`src/rtl/core/bba_pkg.sv`:
```
// Package: shared constants and result codes of the buddy block allocator.
`timescale 1ns / 1ps

package bba_pkg;

  // Field widths of the request and response transfers.
  localparam int unsigned ModeW   = 1;
  localparam int unsigned LevelW  = 4;
  localparam int unsigned AddrW   = 12;
  localparam int unsigned StatusW = 2;

  // Default geometry.
  localparam int unsigned LevelsDef   = 12;
  localparam int unsigned AddrBitsDef = 12;

  // Request modes.
  localparam logic [ModeW-1:0] MODE_ALLOC = 1'b0;
  localparam logic [ModeW-1:0] MODE_FREE  = 1'b1;

  // Response status codes.
  typedef enum logic [StatusW-1:0] {
    ST_OK     = 2'd0,
    ST_NOFREE = 2'd1,
    ST_RANGE  = 2'd2
  } status_e;

endpackage

```
`src/rtl/core/bba_buddy_unit.sv`:
```
// Module: shared buddy unit: buddy address, buddy match and merged address.
`timescale 1ns / 1ps

module bba_buddy_unit import bba_pkg::*; #(
  parameter int unsigned LEVELS    = LevelsDef,
  parameter int unsigned ADDR_BITS = AddrBitsDef,
  localparam int unsigned LvlW     = $clog2(LEVELS)
) (
  input  logic [ADDR_BITS-1:0] blk_i,
  input  logic [LvlW-1:0]      lvl_i,
  input  logic [ADDR_BITS-1:0] cmp_i,
  output logic [ADDR_BITS-1:0] buddy_o,
  output logic                 match_o,
  output logic [ADDR_BITS-1:0] merged_o
);

  logic [ADDR_BITS-1:0] size_bit;

  // A level at or above the address width has no size bit inside the mask.
  assign size_bit = {{(ADDR_BITS-1){1'b0}}, 1'b1} << lvl_i;
  assign buddy_o  = blk_i ^ size_bit;
  assign match_o  = (cmp_i == buddy_o);
  assign merged_o = cmp_i & blk_i;

endmodule

```
`config.mk`:
```
export PLATFORM = sky130hd
export DESIGN_NAME = bba_buddy_unit
export DESIGN_NICKNAME = d
export VERILOG_FILES = /design/src/rtl/core/bba_pkg.sv /design/src/rtl/core/bba_buddy_unit.sv
export SDC_FILE = /design/constraint.sdc
export NUM_CORES = 1
export LEC_CHECK = 0
export ABC_AREA = 1
export ABC_CLOCK_PERIOD_IN_PS = 1400
export BUFFER_PORTS_ARGS = -buffer_cell sky130_fd_sc_hd__buf_2
export CORE_MARGIN = 2
export CORE_UTILIZATION = 42
export DETAILED_ROUTE_END_ITERATION = 8
export GPL_ROUTABILITY_DRIVEN = 0
export PLACE_DENSITY = 0.86
export SLEW_MARGIN = 10
export SYNTH_ARGS = -nofsm -noshare
export SYNTH_HDL_FRONTEND = slang
export SYNTH_SLANG_ARGS = --single-unit
export TNS_END_PERCENT = 100
```
`constraint.sdc`:
```
create_clock -name vclk -period 1.4
set_input_delay 0.28 -clock vclk [all_inputs]
set_output_delay 0.28 -clock vclk [all_outputs]
set_load 0.02 [all_outputs]
```
==> flow_summary.ini, run 1 <==
[critical_path]
crit_fanout = 8
critPathArrivalTime_ns = 1.75
worst_ep_required_time_ns = 1.12
cp-start-kind = primary input
crit_type = primary input to output port
endpoint = match_o
end_kind = output port
startpoint = lvl_i[2]

[route]
drtAntennaViolNets = 0
wirelength_mm = 4.614
first_pass_iters = 5
initialDrtViolationCount = 46
post_drt_wl_per_cell_um = 20.88
drt-vias-per-instance = 6.068
vias = 1341
drc = 0

[job]
drv_cap = 0

[timing]
hold_violations = 0
fin_ws_ns = -0.6285
finalSetupViolCount = 11
min_period_over_period_pct = 144.9
worst-slew-pin-transition_ns = 0.2854
final_max_slew_viol_count = 0
rsz0062_at_grt = yes
slew_headroom_pct = 80.93
whs_ns = 0.9104
fmax_mhz = 493.0
final.min_clock_period_ns = 2.028

[cells_and_area]
fin_nets = 235
final_common_cell = nand2_1
fill_cells = 26
diodes = 0
mostFrequentLayoutCells = nand2_1, buf_2, inv_1
final_area_um2 = 1428
design.seq.count = 0
layout-drive-gt1-share_pct = 57.07
n_clock_buffer = 0
synthToLayoutAreaGrowth_pct = 119.8
layout.area.seq_um2 = 0

[synthesis]
syn_area_per_cell_um2 = 4.995
yosys_warnings = 0
seq_area_frac_synth_pct = 0
synthCells = 130
synth_cell_types = 14
syn-cell-area_um2 = 649.4
synth_fp_nets = 158

[power]
irDropWorstVdd_mv = 0.3011
combPwrFrac_pct = 100.0
swShare_pct = 57.17
p_leak_uw = 0.0008831
power.switching_uw = 306.6
internal_power_uw = 229.7
power_frac_seq_pct = 0
power.density_nw_per_um2 = 375.7
pwr-share-clk_pct = 0

[min_path]
hp-class = primary input to output port

[place]
hpwl_mm = 1.744
io_buffers = 53
dpl_cell_area_um2 = 1161

[die]
coreArea_um2 = 1471
die_h_um = 43.32
dieArea_um2 = 1877
initial_core_util_pct = 44.13
row_count = 14
die-width_um = 43.32
io_pins = 53

[global_routing]
grt_max_degree = 9
grt_pass1_vias = 1005
grtUsageTotal_pct = 26.75
antenna_found_initial = 0
grt_pass1_wl_mm = 3.960
overflow = 0

[run_status]
status = finished with violations
violations = negative setup slack
-- metal layers --
layer	share of wire, %	wire length, um	up-vias	GRT usage [%]
li1	-	-	533	-
met1	29	1360	585	27.51
met2	47	2164	153	55.22
met3	11	517	70	2.553
met4	12	572	0	7.273
met5	0	0	-	0
-- synthesized netlist by cell type (all sizes together) --
master	count	area share, %
nand2	52	30
inv	35	20
nand3	16	14
nor2	11	8.3
xnor2	7	9.4
xor2	4	5.4
xnor3	2	6.9
nand3b	1	1.2
nand4	1	0.96
xor3	1	3.7
-- through the flow --
step / TNS (ns) / setup WS [ns] / utilization, % / cells / total power [uW]
after floorplan: -0.07163 / -0.07163 / - / 130 / 219.5
after global placement: -1.072 / -0.4262 / 78.91 / 212 / 365.4
after detailed placement: -1.356 / -0.4351 / 78.91 / 212 / 380.4
after CTS: -0.5777 / -0.3373 / 86.22 / 215 / 414.1
after global routing: -2.428 / -0.6455 / 97.02 / 221 / 547.4
final: -2.224 / -0.6285 / 97.02 / 221 / 536.3
-- timing repair --
item,in CTS,in global routing
resized for setup,28,32
pin swaps,17,13
gates cloned,0,0
hold buffers,0,0
buffers inserted,3,7
endpoints found under the setup margin,12,11
-- critical path, stage by stage --
cell and delay (ns):
buf_8 0.08, inv_4 0.03, nor2_4 0.25, nand3_2 0.17, nand2_2 0.13, nand2_1 0.10, nand2_2 0.10, nand3_2 0.11
nor2_4 0.15, nand3_2 0.12, nor2_4 0.11, buf_6 0.12
-- power groups by stage --
stage          clock network, uW  registers [uW]  logic (uW)
2_1_floorplan                  0               0         220
3_3_place_gp                   0               0         365
3_5_place_dp                   0               0         380
4_1_cts                        0               0         414
5_1_grt                        0               0         547
6_report                       0               0         536
-- worst min path at each step --
stage               from  cells past startpoint          end  slack, ns
4_1_cts         cmp_i[2]                      4  merged_o[2]       0.88
3_3_place_gp    cmp_i[2]                      4  merged_o[2]       0.87
3_5_place_dp    cmp_i[2]                      4  merged_o[2]       0.88
6_report        blk_i[6]                      4  merged_o[6]       0.91
2_1_floorplan  blk_i[10]                      1  buddy_o[10]       0.63
5_1_grt         blk_i[6]                      4  merged_o[6]       0.92
-- final cells by class --
cell class,instances,area (um2),area share [%]
Inverter,35,143.9,10.08
Multi-Input combinational cell,95,719.4,50.39
Tap cell,16,20.02,1.402
Timing Repair Buffer,75,544.3,38.12
-- cell families (layout without fill, tap and decap cells) --
logic type,Yosys count,count (layout),synth area share (%)
AND/OR/NAND/NOR,81,81,54.34
XOR/XNOR,14,14,25.43
buffers and inverters,35,110,20.23
Note: power is estimated with default switching activity, not from simulation.
==> inputs of run 2 (changes only) <==
--- a/config.mk
+++ b/config.mk
@@ -6,7 +6,7 @@
 export NUM_CORES = 1
 export LEC_CHECK = 0
 export ABC_AREA = 1
-export ABC_CLOCK_PERIOD_IN_PS = 1400
+export ABC_CLOCK_PERIOD_IN_PS = 2100
 export BUFFER_PORTS_ARGS = -buffer_cell sky130_fd_sc_hd__buf_2
 export CORE_MARGIN = 2
 export CORE_UTILIZATION = 42
==> constraint.sdc (replaced) <==
create_clock -name vclk -period 2.1
set_input_delay 0.42 -clock vclk [all_inputs]
set_output_delay 0.42 -clock vclk [all_outputs]
set_load 0.02 [all_outputs]
==> flow_summary.ini, run 2 (synthesized netlist as in run 1, its figures left out) <==
[global_routing]
grt_pass1_vias = 723
antenna_found_initial = 0
overflow = 0
grt_max_degree = 9
grtUsageTotal_pct = 17.92
grt_pass1_wl_mm = 2.808

[die]
coreArea_um2 = 1471
dieArea_um2 = 1877
die-width_um = 43.32
initial_core_util_pct = 44.13
io_pins = 53
die_h_um = 43.32
row_count = 14

[place]
dpl_cell_area_um2 = 934.6
io_buffers = 53
hpwl_mm = 1.528
dp_cells = 199

[critical_path]
critical_path.cell_chain = buf_8 > clkinv_4 > nor2_4 > nand3_2 > nand2_2 > nand2_2 > nand2_2 > nand3_2 > nor2_2 > nand3_1 > nor2_1 > buf_4
path_common_cell = nand2_2
crit_family = simple AND/OR/NAND/NOR gates
startpoint = lvl_i[2]
cpPeakStageDelay_ns = 0.25
endpoint = match_o
end_kind = output port
crit_type = primary input to output port
worst_ep_required_time_ns = 1.68
crit_fanout = 8
path_buf_inv = 3
critPathSlowestCell = nor2_4
critPathArrivalTime_ns = 1.65
cp_num_cells = 12
cp-start-kind = primary input

[route]
drt-vias-per-instance = 4.624
drc = 0
initialDrtViolationCount = 21
vias = 934
wirelength_mm = 1.920
first_pass_iters = 4
drtAntennaViolNets = 0
post_drt_wl_per_cell_um = 9.505

[cells_and_area]
final_area_um2 = 1044
diodes = 0
design.seq.count = 0
final_cells = 202
layout.area.seq_um2 = 0
synthToLayoutAreaGrowth_pct = 60.69
mostFrequentLayoutCells = buf_2, nand2_1, inv_1
final_common_cell = buf_2
final_util_pct = 70.92
n_clock_buffer = 0
layout-drive-gt1-share_pct = 44.09
fin_nets = 216

[power]
power.density_nw_per_um2 = 222.7
p_leak_uw = 0.0007188
irDropWorstVdd_mv = 0.1099

[clock_network]
hold_buffers = 0

[job]
drv_cap = 0

[timing]
final_max_slew_viol_count = 0
min_period_over_period_pct = 98.76
rsz0062_at_grt = yes
worst-slew-pin-transition_ns = 0.2718
final.min_clock_period_ns = 2.074
slew_headroom_pct = 81.84
hold_violations = 0
finalSetupViolCount = 0
fmax_mhz = 482.1

[min_path]
hp-class = primary input to output port

[run_status]
status = finished, final reports clean
## run 2: stage by stage
step                      setup TNS (ns)  setup WS, ns  power (uW)  hold slack, ns
after global routing            -0.08857      -0.08857       254.0           1.178
after detailed placement               0       0.05834       207.8           1.161
after CTS                              0       0.05885       208.4           1.162
after global placement                 0       0.08055       202.1           1.154
final                                  0       0.02595       232.4           1.157
after floorplan                        0        0.1191       128.1          0.9623
## run 2: power by group
part           switching, uW  internal [uW]
combinational            136           96.8
sequential                 0              0
clock                      0              0
total                    136           96.8
## run 2: repair_timing
item / 4_1_cts / 5_1_grt
setup endpoints to repair: 0 / 1
gates resized for setup: 0 / 29
buffers inserted: 0 / 3
endpoints found under the hold margin: 0 / 0
## run 2: layer usage
metal | global-route usage, % | share of wire (%) | vias to the layer above
met2 | 33.13 | 52 | 36
li1 | - | - | 493
met5 | 0 | 0 | -
met3 | 0.8511 | 7.4 | 0
met4 | 1.212 | 0 | 0
met1 | 23.79 | 41 | 405
## run 2: worst min-delay path by stage
stage / cells past startpoint / from / to / slack, ns
2_1_floorplan: 2 / blk_i[0] / merged_o[0] / 0.96
3_3_place_gp: 3 / blk_i[3] / buddy_o[3] / 1.15
3_5_place_dp: 4 / cmp_i[2] / merged_o[2] / 1.16
4_1_cts: 3 / blk_i[2] / buddy_o[2] / 1.16
5_1_grt: 3 / blk_i[2] / buddy_o[2] / 1.18
6_report: 4 / cmp_i[2] / merged_o[2] / 1.16
## run 2: area by class of cell
| cell class | instances | area (um2) |
|---|---|---|
| inverters | 35 | 136.4 |
| fillers | 131 | 427.9 |
| well taps | 16 | 20.02 |
| multi-input cells | 95 | 580.6 |
| repair buffers | 56 | 306.5 |
==> inputs of run 3 (changes only) <==
--- a/config.mk
+++ b/config.mk
@@ -13,6 +13,7 @@
 export DETAILED_ROUTE_END_ITERATION = 8
 export GPL_ROUTABILITY_DRIVEN = 0
 export PLACE_DENSITY = 0.86
+export SETUP_SLACK_MARGIN = 0.3
 export SLEW_MARGIN = 10
 export SYNTH_ARGS = -nofsm -noshare
 export SYNTH_HDL_FRONTEND = slang
==> flow_summary.ini, run 3 (synthesized netlist as in run 1, its figures left out) <==
[run_status]
status = finished, final reports clean

[cells_and_area]
multi_input_area_um2 = 645.6
diodes = 0
layout-drive-gt1-share_pct = 49.74
fill_cells = 124
layout.area.seq_um2 = 0
design.seq.count = 0
final_util_pct = 77.89
synthToLayoutAreaGrowth_pct = 76.49
fin_nets = 219
final_area_um2 = 1146
final_cells = 205
n_clock_buffer = 0
final_common_cell = buf_2
mostFrequentLayoutCells = buf_2, nand2_1, inv_1

[die]
die_h_um = 43.32
io_pins = 53
coreArea_um2 = 1471
die-width_um = 43.32
row_count = 14
initial_core_util_pct = 44.13
dieArea_um2 = 1877

[place]
dp_cells = 199
dpl_cell_area_um2 = 977.2
io_buffers = 53
hpwl_mm = 1.587

[global_routing]
grt_pass1_wl_mm = 3.077
overflow = 0
grtUsageTotal_pct = 19.93
antenna_found_initial = 0
grt_pass1_vias = 817
grt_max_degree = 9

[timing]
fmax_mhz = 494.1
final.min_clock_period_ns = 2.024
whs_ns = 1.152
final_max_slew_viol_count = 0
slew_headroom_pct = 83.77
hold_violations = 0
min_period_over_period_pct = 96.38
finalSetupViolCount = 0
worst-slew-pin-transition_ns = 0.2429
rsz0062_at_grt = yes

[critical_path]
worst_ep_required_time_ns = 1.68
path_buf_inv = 2
crit_fanout = 8
cpPeakStageDelay_ns = 0.23
end_kind = output port
critPathSlowestCell = nor2_4
cp-start-kind = primary input
critical_path.cell_chain = buf_12 > nor2_4 > nand3_2 > nand2_2 > nand2_1 > nand2_1 > nand3_1 > nor2_1 > nand3_1 > nor2_4 > buf_6
crit_family = simple AND/OR/NAND/NOR gates
critPathArrivalTime_ns = 1.60
crit_type = primary input to output port

[power]
power.density_nw_per_um2 = 215.7
power_uw = 247.2
irDropWorstVdd_mv = 0.1285
p_leak_uw = 0.0007636

[route]
drtAntennaViolNets = 0
drt-vias-per-instance = 4.751
initialDrtViolationCount = 7
wirelength_mm = 2.007
post_drt_wl_per_cell_um = 9.790
drc = 0
first_pass_iters = 4
vias = 974

[min_path]
hp-class = primary input to output port

[job]
drv_cap = 0

[clock_network]
hold_buffers = 0
==> run 3: repair_timing <==
action,in CTS,in global routing
endpoints found under the setup margin,1,1
setup buffers,3,3
cloned,0,0
pin swaps,16,13
resized for setup,24,13
==> run 3: power by group <==
group	total (uW)	switching (uW)	internal, uW
sequential	0	0	0
clock	0	0	0
combinational	247	142	105
total	247	142	105
==> run 3: path summary, 6_finish.rpt <==
path	start	to	cells past startpoint
worst min-delay path	cmp_i[2]	merged_o[2]	4
worst max-delay path	lvl_i[3]	match_o	11
==> run 3: layout make-up <==
cell class	instances	share of cell area [%]
Timing Repair Buffer	59	30.24
Multi-Input combinational cell	95	56.33
Tap cell	16	1.747
Inverter	35	11.68
==> run 3: through the flow <==
| stage | setup slack, ns | TNS [ns] |
|---|---|---|
| 2_1_floorplan | 0.3030 | 0 |
| 3_3_place_gp | 0.05225 | 0 |
| 3_5_place_dp | 0.01620 | 0 |
| 4_1_cts | 0.08567 | 0 |
| 5_1_grt | -0.01050 | -0.01050 |
| 6_report | 0.07611 | 0 |
==> run 3: tightest hold or removal path: stages <==
cell and delay [ns]:
buf_2 0.08, nand2_1 0.04, inv_1 0.04, buf_2 0.15
==> run 3: metal layers <==
metal  GRT usage, %  share of wire [%]  up-vias
li1               -                  -      502
met3          1.277                7.3        2
met5              0                  0        -
met1          24.42                 41      428
met2          38.21                 51       42
met4          3.030               0.70        0
