--- src/rtl/core/bba_pkg.sv ---
// Package: shared constants and result codes of the buddy block allocator.
`timescale 1ns / 1ps

package bba_pkg;

  // Field widths of the request and response transfers.
  localparam int unsigned ModeW   = 1;
  localparam int unsigned LevelW  = 4;
  localparam int unsigned AddrW   = 12;
  localparam int unsigned StatusW = 2;

  // Default geometry.
  localparam int unsigned LevelsDef   = 12;
  localparam int unsigned AddrBitsDef = 12;

  // Request modes.
  localparam logic [ModeW-1:0] MODE_ALLOC = 1'b0;
  localparam logic [ModeW-1:0] MODE_FREE  = 1'b1;

  // Response status codes.
  typedef enum logic [StatusW-1:0] {
    ST_OK     = 2'd0,
    ST_NOFREE = 2'd1,
    ST_RANGE  = 2'd2
  } status_e;

endpackage

--- src/rtl/core/bba_heads.sv ---
// Module: per-level free-list heads with valid bits cleared at reset.
`timescale 1ns / 1ps

module bba_heads import bba_pkg::*; #(
  parameter int unsigned LEVELS    = LevelsDef,
  parameter int unsigned ADDR_BITS = AddrBitsDef,
  localparam int unsigned LvlW     = $clog2(LEVELS)
) (
  input  logic                 clk_i,
  input  logic                 rst_ni,
  input  logic [LvlW-1:0]      rd_lvl_i,
  output logic [ADDR_BITS:0]   rd_entry_o,
  input  logic                 we_i,
  input  logic [LvlW-1:0]      wr_lvl_i,
  input  logic [ADDR_BITS:0]   wr_entry_i
);

  logic [LEVELS-1:0]    valid_q;
  logic [ADDR_BITS-1:0] addr_q [LEVELS];

  always_ff @(posedge clk_i or negedge rst_ni) begin
    if (!rst_ni) begin
      valid_q <= '0;
    end else if (we_i) begin
      valid_q[wr_lvl_i] <= wr_entry_i[ADDR_BITS];
    end
  end

  always_ff @(posedge clk_i) begin
    if (we_i) begin
      addr_q[wr_lvl_i] <= wr_entry_i[ADDR_BITS-1:0];
    end
  end

  assign rd_entry_o = {valid_q[rd_lvl_i], addr_q[rd_lvl_i]};

endmodule

--- config.mk ---
export PLATFORM = sky130hd
export DESIGN_NAME = bba_heads
export DESIGN_NICKNAME = d
export VERILOG_FILES = /design/src/rtl/core/bba_pkg.sv /design/src/rtl/core/bba_heads.sv
export SDC_FILE = /design/constraint.sdc
export NUM_CORES = 1
export LEC_CHECK = 0
export ABC_AREA = 1
export BUFFER_PORTS_ARGS = -buffer_cell sky130_fd_sc_hd__buf_2
export CAP_MARGIN = 20
export CORE_ASPECT_RATIO = 0.9
export CORE_MARGIN = 1
export CORE_UTILIZATION = 47
export CTS_BUF_LIST = sky130_fd_sc_hd__clkbuf_16
export DETAILED_ROUTE_END_ITERATION = 16
export HOLD_SLACK_MARGIN = 0.1
export PLACE_DENSITY = 0.63
export REMOVE_ABC_BUFFERS = 1
export SLEW_MARGIN = 10
export SYNTH_ARGS = -nofsm -noshare
export SYNTH_HDL_FRONTEND = slang
export SYNTH_SLANG_ARGS = --single-unit
--- constraint.sdc ---
create_clock -name clk_i -period 1.8 [get_ports clk_i]
set_input_delay 0.36 -clock clk_i [delete_from_list [all_inputs] [get_ports clk_i]]
set_output_delay 0.36 -clock clk_i [all_outputs]
set_load 0.005 [all_outputs]
==> reports/metrics.yaml, run 1 <==
arrival_ps: 1360
worstMarginPinSlew_ps: 311
grt_max_degree: 57
core_um2: 13600
wl_per_cell_um: 17.8
vdd_drop_max_mv: 0.854
cp_common_cell: "nand3_1"
r2r-start: "valid_q[7]"
crit_slowest_cell: "clkbuf_16"
max_slew_margin: 0.793
drc: 0
setup_viol: 0
num_rows: 40
ys_top_cells_by_count: "nand2_1 (172), edfxtp_1 (144), inv_1 (95), nand3_1 (82), nor2_1 (38)"
internal-power_uw: 6330
cts.sinks: 156
p_clk_frac: 0.409
drv_cap: 0
criticalPathCategory: "input port to output pin"
crit_family: "buffers and inverters"
crit_chain: "buf_4, clkbuf_16, nand2_1, nand3_1, nand3_1, nand3_1, nand2_1, buf_2"
cts.reportedPaths.clkPinSlew_ps: 60
cp-end-kind: "output pin"
drive_above_1_share: 0.150
min-delay-start: "wr_entry_i[2]"
hpwl_mm: 8.95
synthArstFlopShare: 0.0769
netSwitchingPower_uw: 1800
start_kind: "input port"
critPathMaxStageDelay_ps: 250
yosysTopAreaCell: "edfxtp_1"
p_seq_frac: 0.508
grt_overflow_total: 0
grt_pass1_vias: 4508
postRouteAntennaNets: 0
die_area_um2: 14700
hold_viol: 0
fillCellCount: 1147
max_freq_ghz: 0.581
synth-seq-area-share: 0.694
nets: 716
rsz0062_at_grt: "yes"
cts_tree: "built"
combPwrFrac: 0.083
finalSetupTns_ps: 0
io_pins: 37
fp.dieW_um: 128
yosysMostFrequentCell: "nand2_1"
cp.required_ps: 1440
path_buf_inv: 3
dr.first_iter.drc_count: 370
status: "finished clean"
dr.pass1.iters: 5
synth.ff_latch_count: 156
grt_use_total: 0.226
p_per_area_nw_per_um2: 1020
gp_congestion: 0.784
clk_path_buf_depth: 2
area_growth_pct: 19.4
finalClockSkew_ps: 0
syn_area_um2: 6660
ys.flop_type: "edfxtp_1"
timing.hold.worst.class: "input port to flop"
yosys_warnings: 0
htreeDepth: 4
finalWirelength_mm: 15.9
critPathLaunch: "rd_lvl_i[0]"
yosysUniqueCellTypes: 18
worst-path-max-fanout: 28
vias_per_cell: 5.19
syn_inst: 631
cts_inserted_buffers: 17
antenna_found_initial: 1
fp.dieH_um: 115
start_util: 0.490
yosys.area.top_type_share: 0.649
port-buffer-count: 36
vias: 4645
synth_edf_count: 144
grt_pass1_wl_mm: 23.9
postSynthAreaPerCell_um2: 10.6
synth.area.top_cells: "edfxtp_1 (65%), nand2_1 (9.7%), nand3_1 (6.2%)"
root_buffer: "clkbuf_16"
slew_violations: 0
p_leak_uw: 0.00338
switching_share: 0.222
report.power.total_uw: 8130
clock_latency_ps: 420
min_period_ps: 1720
period_share: 0.956
-- cell families after synthesis --
group / share of synthesized area
AND/OR/NAND/NOR: 0.183
buffers and inverters: 0.0811
AO/OA/AOI/OAI: 0.0421
flip-flops: 0.694
-- worst reg2reg max path: cells and delay by family (launching register included) --
| family | cells | cell delay [ps] |
|---|---|---|
| flip-flops | 1 | 400 |
| buffers and inverters | 1 | 140 |
| AO/OA/AOI/OAI | 1 | 80 |
| AND/OR/NAND/NOR | 1 | 50 |
-- per-layer routing --
metal  wire length (um)  part of all wire  vias to the layer above  GRT usage
met5                  0                 0                        -          0
met4                365             0.023                        0      0.104
met3               1260             0.079                       27     0.0535
li1                   -                 -                     2195          -
met1               7040              0.44                     2240      0.302
met2               7270              0.46                      183      0.354
-- through the flow --
step	area, um2	instances	worst slack (ps)	utilization	hold slack [ps]
after detailed placement	7240	857	50.5	0.532	253
after floorplan	6480	602	71.5	-	64.4
after global placement	7240	857	57.4	0.532	248
after global routing	7960	895	-19.4	0.584	259
final	7960	895	78.7	0.584	258
after CTS	7790	890	35.6	0.572	240
-- registers in the layout, indices dropped and copies added, names as in the netlist --
signal   flops
valid_q     12
addr_q     144
-- final timing paths --
| kind | to | slack [ps] | depth (start not counted) |
|---|---|---|---|
| min | addr_q[7][2] | 260 | 1 |
| max | rd_entry_o[12] | 80 | 8 |
| max in group asynchronous | valid_q[6] | 1220 | 2 |
| min reg2reg | valid_q[4] | 490 | 2 |
| min in group asynchronous | valid_q[11] | 350 | 2 |
| max reg2reg | valid_q[7] | 1010 | 3 |
-- layout by cell type (no fill, tap or decap) --
| master | count |
|---|---|
| nand2_1 | 171 |
| edfxtp_1 | 144 |
| inv_1 | 100 |
| nand3_1 | 71 |
| nor2_1 | 38 |
| buf_2 | 35 |
| o21ai_0 | 31 |
| clkbuf_16 | 20 |
| buf_4 | 20 |
| o21ai_1 | 15 |
| dfrtp_1 | 12 |
| nand3_2 | 11 |
| buf_12 | 9 |
| a21oi_1 | 7 |
| clkinv_1 | 4 |
| buf_6 | 3 |
| or2_1 | 2 |
| o211ai_1 | 2 |
| bufinv_16 | 2 |
| clkinvlp_4 | 2 |
| clkinv_2 | 2 |
| diode_2 | 1 |
| inv_8 | 1 |
| nand2_2 | 1 |
| nand3b_1 | 1 |
| dlygate4sd3_1 | 1 |
-- final cells by class --
type                            instances  area [um2]  share of cell area
Antenna cell                            1        2.50            0.000315
Clock buffer                           17         425              0.0535
Clock inverter                         15         119              0.0149
Inverter                               96         368              0.0462
Multi-Input combinational cell        350        1560               0.196
Sequential cell                       156        4620               0.581
Tap cell                              189         236              0.0297
Timing Repair Buffer                   71         624              0.0785
-- power groups by stage --
stage	clock network, uW	registers [uW]	logic (uW)
floorplan	0	4190	295
global placement	0	4200	596
detailed placement	0	4200	616
CTS	3350	4130	621
global route	3500	4140	749
finish	3320	4130	673
-- what timing repair did --
action                                  in CTS  in global routing
buffers inserted                             0                  1
endpoints found under the setup margin       0                 12
hold buffers                                 1                  0
endpoints found under the hold margin       12                  0
gates resized for setup                      0                 22
No activity file was read; power rests on OpenSTA's default activity.
==> inputs of run 2 (changes only) <==
--- a/config.mk
+++ b/config.mk
@@ -13,8 +13,10 @@
 export CORE_UTILIZATION = 47
 export CTS_BUF_LIST = sky130_fd_sc_hd__clkbuf_16
 export DETAILED_ROUTE_END_ITERATION = 16
+export GPL_ROUTABILITY_DRIVEN = 0
 export HOLD_SLACK_MARGIN = 0.1
 export PLACE_DENSITY = 0.63
+export RECOVER_POWER = 25
 export REMOVE_ABC_BUFFERS = 1
 export SLEW_MARGIN = 10
 export SYNTH_ARGS = -nofsm -noshare
==> run 2 against run 1 <==
  * Combinational power is essentially flat
  * First-iteration DRC count shrank 3.5%
  * Sequential power is essentially flat
  * Clock-buffer cell count is the same
==> reports/metrics.yaml, run 2 (synthesis gave the netlist of run 1 again) <==
clk_path_buf_depth: 2
finalClockSkew_ps: 0
cp-end-kind: "output pin"
vias: 4663
start_util: 0.490
grt_pass1_vias: 4508
report.power.total_uw: 8120
start_kind: "input port"
netSwitchingPower_uw: 1790
arrival_ps: 1350
timing.hold.worst.class: "input port to flop"
grt_max_degree: 57
io_pins: 37
hpwl_mm: 8.95
rrSetupSlack_ps: 1010
fp.dieW_um: 128
nets: 716
worstMarginPinSlew_ps: 477
cts_inserted_buffers: 17
antenna_found_initial: 0
p_per_area_nw_per_um2: 1020
drive_above_1_share: 0.138
grt_overflow_total: 0
port-buffer-count: 36
internal-power_uw: 6320
status: "finished clean"
dr.first_iter.drc_count: 357
reg_top3: "addr_q: 144 flops, valid_q: 12 flops"
vdd_drop_max_mv: 0.855
layout_setup_ws_ps: 85.5
max_slew_margin: 0.682
final_cell_mix: "nand2_1 (171), edfxtp_1 (144), inv_1 (100)"
cts.sinks: 156
cts_tree: "built"
fp.dieH_um: 115
drc: 0
stdcell_area_um2: 7940
num_rows: 40
period_share: 0.953
combPwrFrac: 0.083
setup_viol: 0
p_leak_uw: 0.00336
p_seq_frac: 0.509
cts.reportedPaths.clkPinSlew_ps: 60
hold_viol: 0
switching_share: 0.221
min_period_ps: 1710
dr.pass1.iters: 5
max_freq_ghz: 0.583
cp.required_ps: 1440
htreeDepth: 4
root_buffer: "clkbuf_16"
preCtsSetupSlack_ps: 50.5
dpl_cell_area_um2: 7240
grt_pass1_wl_mm: 23.9
slew_violations: 0
final_common_cell: "nand2_1"
postRouteAntennaNets: 0
clock_latency_ps: 420
vias_per_cell: 5.22
p_clk_frac: 0.408
wl_per_cell_um: 17.8
core_um2: 13600
drv_cap: 0
criticalPathCategory: "input port to output pin"
top_register: "addr_q"
antenna_cells: 0
largest_reg_flops: 144
die_area_um2: 14700
worst-path-max-fanout: 20
rsz0062_at_grt: "yes"
finalWirelength_mm: 15.9
grt_use_total: 0.226
area_growth_pct: 19.2
-- run 2: critical path, stage by stage --
cell	delay, ps
buf_4	180
inv_8	110
buf_12	170
nand2_1	70
nand2_1	60
nand2_1	50
nand3_1	80
nand3_1	90
nand2_1	70
buf_2	100
-- run 2: power by group through the flow --
| stage | clock, uW | combinational, uW | sequential (uW) |
|---|---|---|---|
| 3_3_place_gp | 0 | 596 | 4200 |
| 5_1_grt | 3500 | 746 | 4140 |
| 2_1_floorplan | 0 | 295 | 4190 |
| 4_1_cts | 3350 | 621 | 4130 |
| 3_5_place_dp | 0 | 616 | 4200 |
| 6_report | 3320 | 670 | 4130 |
-- run 2: final cells by class --
| cell class | instances | area (um2) |
|---|---|---|
| Fill cell | 1143 | 5670 |
| Sequential cell | 156 | 4620 |
| Multi-Input combinational cell | 350 | 1560 |
| Timing Repair Buffer | 71 | 613 |
| Clock buffer | 17 | 425 |
| Inverter | 96 | 368 |
| Tap cell | 189 | 236 |
| Clock inverter | 15 | 119 |
-- run 2: final timing paths --
path | start | endpoint | depth (start not counted)
min in group asynchronous | rst_ni | valid_q[11] | 2
worst min-delay path | wr_entry_i[12] | valid_q[1] | 3
worst max-delay path | rd_lvl_i[0] | rd_entry_o[3] | 10
worst min register to register | valid_q[4] | valid_q[4] | 2
worst max register to register | valid_q[7] | valid_q[7] | 3
max in group asynchronous | rst_ni | valid_q[6] | 2
-- run 2: per-stage QoR --
step                      setup TNS, ps  hold slack [ps]   util  cells
after CTS                             0              240  0.572    890
final                                 0              267  0.583    894
after detailed placement              0              253  0.532    857
after floorplan                       0             64.4      -    602
after global routing              -25.5              259  0.583    894
after global placement                0              248  0.532    857
-- run 2: repair_timing --
action	4_1_cts	5_1_grt
gates resized for setup	0	22
hold endpoints to repair	12	0
setup buffers	0	1
hold buffers	1	0
endpoints found under the setup margin	0	12
-- run 2: routing by layer --
| metal | global-route usage | vias to the layer above | wire [um] |
|---|---|---|---|
| li1 | - | 2192 | - |
| met1 | 0.302 | 2267 | 7070 |
| met2 | 0.354 | 175 | 7290 |
| met3 | 0.0535 | 29 | 1160 |
| met4 | 0.104 | 0 | 374 |
| met5 | 0 | - | 0 |
==> inputs of run 3 (changes only) <==
--- a/config.mk
+++ b/config.mk
@@ -8,6 +8,8 @@
 export ABC_AREA = 1
 export BUFFER_PORTS_ARGS = -buffer_cell sky130_fd_sc_hd__buf_2
 export CAP_MARGIN = 20
+export CELL_PAD_IN_SITES_DETAIL_PLACEMENT = 1
+export CELL_PAD_IN_SITES_GLOBAL_PLACEMENT = 1
 export CORE_ASPECT_RATIO = 0.9
 export CORE_MARGIN = 1
 export CORE_UTILIZATION = 47
@@ -15,7 +17,7 @@
 export DETAILED_ROUTE_END_ITERATION = 16
 export GPL_ROUTABILITY_DRIVEN = 0
 export HOLD_SLACK_MARGIN = 0.1
-export PLACE_DENSITY = 0.63
+export PLACE_DENSITY = 0.76
 export RECOVER_POWER = 25
 export REMOVE_ABC_BUFFERS = 1
 export SLEW_MARGIN = 10
==> run 3 against run 2 <==
  * Cell count is 0.67% higher
  * Global-route usage is 5.7 points higher
  * Sequential power hardly changed
  * Largest cell class unchanged
  * Clock skew stayed put
  * Critical path type is now flop to output pin
==> reports/metrics.yaml, run 3 (synthesis gave the netlist of run 1 again) <==
wl_per_cell_um: 21.3
start_kind: "flop"
final_cell_mix: "nand2_1 (165), edfxtp_1 (144), inv_1 (92)"
io_pins: 37
drc: 0
setup_viol: 0
cts_tree: "built"
root_buffer: "clkbuf_16"
gr-max-usage-layer: "met2"
vias: 4869
preCtsSetupSlack_ps: 2.81
num_rows: 40
worst-path-max-fanout: 1
hold_viol: 0
port-buffer-count: 36
cts.reportedPaths.clkPinSlew_ps: 60
antenna_found_initial: 0
clock_latency_ps: 420
grt_overflow_total: 0
layout_setup_ws_ps: 12.0
path_buf_inv: 2
vias_per_cell: 5.41
cts_inserted_buffers: 17
met3_usage: 0.0549
start_util: 0.490
period_share: 0.993
hpwl_mm: 11.1
reg_top3: "addr_q: 144 flops, valid_q: 12 flops"
grtUsageMet1: 0.348
arrival_ps: 1430
grt_pass1_wl_mm: 29.2
max_freq_ghz: 0.559
final_common_cell: "nand2_1"
finalClockSkew_ps: 0
rsz0062_at_grt: "yes"
crit_slowest_cell: "edfxtp_1"
worstMarginPinSlew_ps: 501
crit_family: "flip-flops"
status: "finished clean"
met2_usage: 0.502
critPathMaxStageDelay_ps: 410
dr.first_iter.drc_count: 385
antenna_cells: 0
report.power.total_uw: 8420
finalWirelength_mm: 19.1
cts.sinks: 156
post-place-cells: 861
p_per_area_nw_per_um2: 1030
fp.dieH_um: 115
core_um2: 13600
max_slew_margin: 0.666
dpl_cell_area_um2: 7330
vdd_drop_max_mv: 0.892
cp-end-kind: "output pin"
slew_violations: 0
grt_pass1_vias: 5133
min_period_ps: 1790
grt_use_total: 0.283
postRouteAntennaNets: 0
htreeDepth: 4
drv_cap: 0
dr.pass1.iters: 4
p_leak_uw: 0.00343
fp.dieW_um: 128
timing.hold.worst.class: "input port to flop"
layout.cells.non_filler: 900
rrSetupSlack_ps: 1130
area_growth_pct: 22.2
cp.required_ps: 1440
nets: 722
top_register: "addr_q"
grt_max_degree: 38
clk_path_buf_depth: 2
drive_above_1_share: 0.166
die_area_um2: 14700
crit_chain: "inv_2, nand2_1, nand3_2, nand3_1, nand3_1, nand2_1, buf_2"
criticalPathCategory: "flop to output pin"
largest_reg_flops: 144
stdcell_area_um2: 8140
finalSetupTns_ps: 0
-- run 3: metrics by stage --
step	hold WS (ps)	utilization
5_1_grt	256	0.598
6_report	258	0.598
3_5_place_dp	259	0.539
4_1_cts	242	0.593
2_1_floorplan	64.4	-
3_3_place_gp	253	0.539
-- run 3: cell type report --
class	count	area (um2)
inverter	96	363
timing repair buffer	77	768
fill	1476	5470
tap	189	236
clock buffer	17	425
multi-input combinational	350	1570
clock inverter	15	156
sequential	156	4620
-- run 3: timing repair --
item,4_1_cts,5_1_grt
endpoints found under the setup margin,6,13
resized for setup,9,25
setup buffers,2,0
cloned,3,1
pin swaps,8,20
endpoints found under the hold margin,12,0
hold buffers,1,0
-- run 3: per-layer routing --
metal / share of wire / vias to the layer above
met5: 0 / -
met4: 0.014 / 0
met3: 0.054 / 24
met2: 0.52 / 177
met1: 0.42 / 2454
li1: - / 2214
-- run 3: final timing paths --
check	cells after the start	end	start
min reg2reg	2	valid_q[4]	valid_q[4]
max in group asynchronous	2	valid_q[6]	rst_ni
min in group asynchronous	2	valid_q[7]	rst_ni
min	3	valid_q[11]	wr_entry_i[12]
max	7	rd_entry_o[1]	addr_q[3][1]
max reg2reg	2	valid_q[8]	valid_q[8]
-- run 3: report_power, final --
| group | internal, uW | switching (uW) | leakage (uW) | total, uW |
|---|---|---|---|---|
| Clock | 2150 | 1410 | 0.000282 | 3560 |
| Combinational | 275 | 454 | 0.00170 | 729 |
| Sequential | 4090 | 44.9 | 0.00145 | 4140 |
| Total | 6510 | 1910 | 0.00343 | 8420 |
-- run 3: tightest hold or removal path, stage by stage --
cell and delay (ps):
buf_2 150, nand2_1 60, o21ai_0 60
